### config.mk
export PLATFORM = sky130hd
export DESIGN_NAME = rrt_ctrl
export DESIGN_NICKNAME = d
export VERILOG_FILES = /design/src/design/rrt_pkg.sv /design/src/design/rrt_ctrl.sv
export SDC_FILE = /design/constraint.sdc
export NUM_CORES = 1
export LEC_CHECK = 0
export ABC_CLOCK_PERIOD_IN_PS = 1800
export CORE_MARGIN = 2
export CORE_UTILIZATION = 55
export CTS_CLUSTER_SIZE = 10
export DETAILED_ROUTE_END_ITERATION = 12
export DONT_BUFFER_PORTS = 1
export PLACE_DENSITY_LB_ADDON = 0.05
export SYNTH_ARGS = -nofsm -noshare
export SYNTH_HDL_FRONTEND = slang
export SYNTH_SLANG_ARGS = --single-unit
### constraint.sdc
create_clock -name i_clk -period 1.8 [get_ports i_clk]
set_input_delay 0.45 -clock i_clk [delete_from_list [all_inputs] [get_ports i_clk]]
set_output_delay 0.45 -clock i_clk [all_outputs]
set_load 0.03 [all_outputs]
### src/design/rrt_pkg.sv
// Package for the reserved range table: command and status codes, the
// table entry layout, controller states and the controller/datapath link.
// No dependencies.
package rrt_pkg;

    localparam logic [1:0] CMD_INSERT = 2'd0;
    localparam logic [1:0] CMD_REMOVE = 2'd1;
    localparam logic [1:0] CMD_FIND   = 2'd2;
    localparam logic [1:0] CMD_PURGE  = 2'd3;

    typedef enum logic [2:0] {
        ST_OK      = 3'd0,
        ST_INVALID = 3'd1,
        ST_FULL    = 3'd2,
        ST_OVERLAP = 3'd3,
        ST_NONE    = 3'd4
    } t_status;

    typedef struct packed {
        logic [63:0] range_start;
        logic [63:0] range_end;
        logic        tmp;
    } t_entry;

    typedef enum logic [2:0] {
        S_IDLE,
        S_CHECK,
        S_SCAN_RD,
        S_SCAN_EV,
        S_SHIFT_RD,
        S_SHIFT_WR,
        S_DONE
    } t_state;

    typedef enum logic [3:0] {
        DP_NOP,
        DP_LOAD,
        DP_INIT,
        DP_READ_IDX,
        DP_IDX_INC,
        DP_MARK,
        DP_PURGE_STEP,
        DP_FIND_STEP,
        DP_SHIFT_SETUP,
        DP_SHIFT_READ,
        DP_SHIFT_WRITE,
        DP_PUT,
        DP_DEL,
        DP_PURGE_END,
        DP_RESULT
    } t_dp_op;

    typedef struct packed {
        t_dp_op  op;
        t_status status;
    } t_dp_cmd;

    typedef struct packed {
        logic [1:0] cmd;
        logic       s_ge_e;
        logic       s_gt_e;
        logic       full;
        logic       find_none0;
        logic       idx_end;
        logic       ov;
        logic       contained;
        logic       ends_below;
        logic       match;
        logic       find_none;
        logic       shift_end;
        logic       out_busy;
    } t_dp_flags;

endpackage

### src/design/rrt_ctrl.sv
// Controller of the reserved range table: sequences scan, shift and result
// steps for each command. Depends on rrt_pkg.
module rrt_ctrl (
    input  logic               i_clk,
    input  logic               i_rst_n,
    input  logic               i_in_valid,
    input  rrt_pkg::t_dp_flags i_flags,
    output logic               o_in_ready,
    output rrt_pkg::t_dp_cmd   o_cmd
);

    rrt_pkg::t_state  r_state, n_state;
    rrt_pkg::t_status r_status, n_status;

    always_ff @(posedge i_clk) begin
        if (!i_rst_n) begin
            r_state  <= rrt_pkg::S_IDLE;
            r_status <= rrt_pkg::ST_OK;
        end else begin
            r_state  <= n_state;
            r_status <= n_status;
        end
    end

    always_comb begin
        n_state      = r_state;
        n_status     = r_status;
        o_in_ready   = 1'b0;
        o_cmd.op     = rrt_pkg::DP_NOP;
        o_cmd.status = r_status;
        unique case (r_state)
            rrt_pkg::S_IDLE: begin
                o_in_ready = 1'b1;
                if (i_in_valid) begin
                    o_cmd.op = rrt_pkg::DP_LOAD;
                    n_state  = rrt_pkg::S_CHECK;
                end
            end
            rrt_pkg::S_CHECK: begin
                n_state  = rrt_pkg::S_DONE;
                o_cmd.op = rrt_pkg::DP_INIT;
                unique case (i_flags.cmd)
                    rrt_pkg::CMD_INSERT: begin
                        if (i_flags.s_ge_e) begin
                            n_status = rrt_pkg::ST_INVALID;
                        end else if (i_flags.full) begin
                            n_status = rrt_pkg::ST_FULL;
                        end else begin
                            n_state = rrt_pkg::S_SCAN_RD;
                        end
                    end
                    rrt_pkg::CMD_REMOVE: begin
                        if (i_flags.s_ge_e) begin
                            n_status = rrt_pkg::ST_INVALID;
                        end else begin
                            n_state = rrt_pkg::S_SCAN_RD;
                        end
                    end
                    rrt_pkg::CMD_FIND: begin
                        if (i_flags.s_gt_e) begin
                            n_status = rrt_pkg::ST_INVALID;
                        end else if (i_flags.find_none0) begin
                            n_status = rrt_pkg::ST_NONE;
                        end else begin
                            n_state = rrt_pkg::S_SCAN_RD;
                        end
                    end
                    default: begin
                        n_state = rrt_pkg::S_SCAN_RD;
                    end
                endcase
            end
            rrt_pkg::S_SCAN_RD: begin
                if (i_flags.idx_end) begin
                    n_state  = rrt_pkg::S_DONE;
                    n_status = rrt_pkg::ST_OK;
                    unique case (i_flags.cmd)
                        rrt_pkg::CMD_INSERT: begin
                            o_cmd.op = rrt_pkg::DP_SHIFT_SETUP;
                            n_state  = rrt_pkg::S_SHIFT_RD;
                        end
                        rrt_pkg::CMD_REMOVE: n_status = rrt_pkg::ST_NONE;
                        rrt_pkg::CMD_FIND:   n_status = rrt_pkg::ST_OK;
                        default:             o_cmd.op = rrt_pkg::DP_PURGE_END;
                    endcase
                end else begin
                    o_cmd.op = rrt_pkg::DP_READ_IDX;
                    n_state  = rrt_pkg::S_SCAN_EV;
                end
            end
            rrt_pkg::S_SCAN_EV: begin
                n_state = rrt_pkg::S_SCAN_RD;
                unique case (i_flags.cmd)
                    rrt_pkg::CMD_INSERT: begin
                        if (i_flags.ov) begin
                            n_state = rrt_pkg::S_DONE;
                            if (i_flags.contained) begin
                                o_cmd.op = rrt_pkg::DP_MARK;
                                n_status = rrt_pkg::ST_OK;
                            end else begin
                                n_status = rrt_pkg::ST_OVERLAP;
                            end
                        end else if (i_flags.ends_below) begin
                            o_cmd.op = rrt_pkg::DP_SHIFT_SETUP;
                            n_state  = rrt_pkg::S_SHIFT_RD;
                        end else begin
                            o_cmd.op = rrt_pkg::DP_IDX_INC;
                        end
                    end
                    rrt_pkg::CMD_REMOVE: begin
                        if (i_flags.match) begin
                            o_cmd.op = rrt_pkg::DP_SHIFT_SETUP;
                            n_state  = rrt_pkg::S_SHIFT_RD;
                        end else begin
                            o_cmd.op = rrt_pkg::DP_IDX_INC;
                        end
                    end
                    rrt_pkg::CMD_FIND: begin
                        if (i_flags.find_none) begin
                            n_status = rrt_pkg::ST_NONE;
                            n_state  = rrt_pkg::S_DONE;
                        end else begin
                            o_cmd.op = rrt_pkg::DP_FIND_STEP;
                        end
                    end
                    default: o_cmd.op = rrt_pkg::DP_PURGE_STEP;
                endcase
            end
            rrt_pkg::S_SHIFT_RD: begin
                if (i_flags.shift_end) begin
                    n_status = rrt_pkg::ST_OK;
                    n_state  = rrt_pkg::S_DONE;
                    o_cmd.op = (i_flags.cmd == rrt_pkg::CMD_INSERT) ?
                               rrt_pkg::DP_PUT : rrt_pkg::DP_DEL;
                end else begin
                    o_cmd.op = rrt_pkg::DP_SHIFT_READ;
                    n_state  = rrt_pkg::S_SHIFT_WR;
                end
            end
            rrt_pkg::S_SHIFT_WR: begin
                o_cmd.op = rrt_pkg::DP_SHIFT_WRITE;
                n_state  = rrt_pkg::S_SHIFT_RD;
            end
            rrt_pkg::S_DONE: begin
                // The result waits here while the previous beat is still held.
                if (!i_flags.out_busy) begin
                    o_cmd.op = rrt_pkg::DP_RESULT;
                    n_state  = rrt_pkg::S_IDLE;
                end
            end
            default: n_state = rrt_pkg::S_IDLE;
        endcase
    end

endmodule

==> insert_results.sql <==
INSERT INTO impl_metrics (metric_group, metric, value, unit) VALUES
('synth', 'synth_edf_count', '0', ''),
('timing', 'layout_setup_ws', '-119', 'ps'),
('placed_design', 'numPortBuffers', '0', ''),
('power_and_ir_drop', 'power_density_of_the_placed_cells', '1470', 'nW/um2'),
('hold_path', 'hold_path_startpoint', 'i_rst_n', ''),
('final_layout', 'post_route_cells_drive_above_1_share', '39.9', '%'),
('synth', 'postSynth.asyncResetShare', '0', '%'),
('timing', 'rsz0062_at_grt', 'true', ''),
('worst_setup_path', 'path_cells', 'clkinvlp_4 -> ha_4 -> nor2b_4 -> nor2_2 -> a211o_1 -> o311ai_4 -> buf_6', ''),
('clock_network', 'cts-hold-fix-buffers', '0', ''),
('global_route', 'grt.met2_usage', '48.2', '%'),
('power_and_ir_drop', 'max-vdd-ir-drop', '1160', 'uV'),
('final_layout', 'design.final.nets', '163', ''),
('drt', 'dr.pass1.iters', '4', ''),
('timing', 'fin_crit_sh', '107', '%'),
('timing', 'timing.slew.headroom', '63.3', '%'),
('die', 'pin_count', '25', ''),
('timing', 'report.final.slew_viol_count', '0', ''),
('worst_setup_path', 'r2r_start', 'r_state[0]', ''),
('worst_setup_path', 'crit_path_max_fanout', '4', ''),
('final_layout', 'syn2layout_area_growth', '42.7', '%'),
('clock_network', 'clkSinkCount', '6', ''),
('worst_setup_path', 'reg2regPathDepth', '6', ''),
('synth', 'seq_area_frac_synth', '14.3', '%'),
('die', 'die_width', '43.0', 'um'),
('clock_network', 'clkLatencyLatePin', '240', 'ps'),
('drt', 'vias', '1054', ''),
('timing', 'timing.final.hold_violations', '0', ''),
('worst_setup_path', 'critical_path.endpoint_type', 'output pin', ''),
('global_route', 'globalRouteMet3Util', '9.36', '%'),
('placed_design', 'total_instance_count_after_detailed_placement', '150', ''),
('hold_path', 'hold_path_depth', '2', ''),
('worst_setup_path', 'crit_path_top_delay_cell', 'a211o_1', ''),
('global_route', 'first_global_vias', '907', ''),
('timing', 'fmax', '521', 'MHz'),
('power_and_ir_drop', 'total_leakage_power', '0.000460', 'uW'),
('clock_network', 'cts-root-to-sink-buffers', '2', ''),
('clock_network', 'buffer_cell_driving_the_clock_tree_root', 'clkbuf_4', ''),
('die', 'starting_density', '57.0', '%'),
('global_route', 'grt_busiest_layer', 'met2', ''),
('worst_setup_path', 'critical_path_source_type', 'input port', ''),
('final_layout', 'final_cell_count_no_fill', '154', ''),
('job', 'count_of_maximum_capacitance_violations', '0', ''),
('die', 'rows', '14', ''),
('placed_design', 'gp_routability_congestion', '0.851', ''),
('worst_setup_path', 'timing.critical_path.arrival', '1470', 'ps'),
('worst_setup_path', 'crit_family', 'compound AO/OA/AOI/OAI gates', ''),
('outcome', 'failing_checks', 'setup timing', ''),
('worst_setup_path', 'cp.buffers_inverters', '2', ''),
('worst_setup_path', 'crit_start', 'i_flags[12]', ''),
('die', 'die_height', '43.0', 'um'),
('timing', 'fin_setup_tns', '-325', 'ps'),
('timing', 'setup-violations-final', '4', ''),
('outcome', 'outcome', 'finished, violations left', ''),
('timing', 'final.min_clock_period', '1920', 'ps'),
('die', 'design.die.area', '1850', 'um2'),
('final_layout', 'multiInputGateArea', '795', 'um2'),
('worst_setup_path', 'crit_type', 'in2out', ''),
('synth', 'synthFlopType', 'dfxtp_1', ''),
('placed_design', 'place_ws', '-126', 'ps'),
('clock_network', 'path_clk_slew', '40', 'ps'),
('global_route', 'grt_usage', '26.9', '%'),
('synth', 'ys_seq_elements', '6', ''),
('global_route', 'largest_net_degree_at_the_start_of_global_routing', '13', ''),
('placed_design', 'hpwl', '1820', 'um'),
('drt', 'wl_per_cell', '17.4', 'um'),
('drt', 'final_antenna_net_count', '0', ''),
('drt', 'drc', '0', ''),
('synth', 'synthesis.area_per_instance', '7.10', 'um2'),
('timing', 'timing.clock.skew', '0.300', 'ps'),
('drt', 'detail_route.wirelength', '2670', 'um');
## what timing repair did
action / CTS / global route
gates resized for setup: 13 / 11
setup endpoints to repair: 4 / 4
pin swaps: 3 / 7
setup buffers: 0 / 1
## flip-flops by register name (all words and copies together) (netlist names)
signal,flops
r_status,3
r_state,3
## stage by stage
step | hold slack, ps | area [um2] | total power (uW)
6_report | 362 | 1200 | 1760
5_1_grt | 360 | 1200 | 1860
4_1_cts | 356 | 1120 | 1700
3_5_place_dp | 599 | 1060 | 1500
3_3_place_gp | 594 | 1060 | 1480
2_1_floorplan | 582 | 901 | 1170
## final timing paths
kind / to / slack (ps)
min: r_status[2] / 360
min reg2reg: r_status[1] / 610
max: o_cmd[4] / -120
max reg2reg: r_status[1] / 250
## where the power goes
| group | internal (uW) | total (uW) | switching, uW |
|---|---|---|---|
| combinational | 587 | 1290 | 707 |
| clock | 75.3 | 122 | 47.0 |
| sequential | 198 | 347 | 149 |
| total | 860 | 1760 | 903 |
## cell type report
type,instances,area share (%)
inverters,9,3.45
well taps,16,1.67
clock buffers,3,1.88
multi-input cells,97,66.4
repair buffers,23,16.0
flip-flops and latches,6,10.6
## synth_stat cells, types with 4 or more instances
master | instances | area share (%)
nand2_1 | 12 | 5.4
o21ai_0 | 11 | 6.6
a21oi_1 | 10 | 6.0
inv_1 | 9 | 4.0
nor2_1 | 7 | 3.1
dfxtp_1 | 6 | 14
ha_1 | 6 | 9.0
nand2b_1 | 6 | 4.5
buf_2 | 5 | 3.0
a31oi_1 | 4 | 3.0
mux2i_1 | 4 | 4.8
nor3_1 | 4 | 2.4
## routing by layer
layer	part of all wire [%]	routed length, um
met1	41	1090
met2	48	1290
met3	9.8	261
met4	1.2	31
met5	0	0
## placed cells by master (no fill, tap or decap), types with 3 or more instances in the layout
cell type,n
nand2b_1,4
nor3_1,4
dfxtp_1,3
ha_4,3
mux2i_1,4
o21ai_0,9
nor2_1,6
buf_6,5
clkbuf_4,3
inv_1,6
a21oi_1,9
a31oi_1,3
buf_4,18
nand2_1,12
## kinds of logic (layout without fill, tap and decap cells)
group | after synthesis | count (layout) | synth area share (%)
AND/OR/NAND/NOR | 43 | 43 | 28.2
multiplexers | 4 | 4 | 4.78
buffers and inverters | 15 | 35 | 7.46
flip-flops | 6 | 6 | 14.3
adder cells (fa/ha/maj) | 6 | 6 | 8.95
AO/OA/AOI/OAI | 44 | 44 | 36.3
Note: power is estimated with default switching activity, not from simulation.
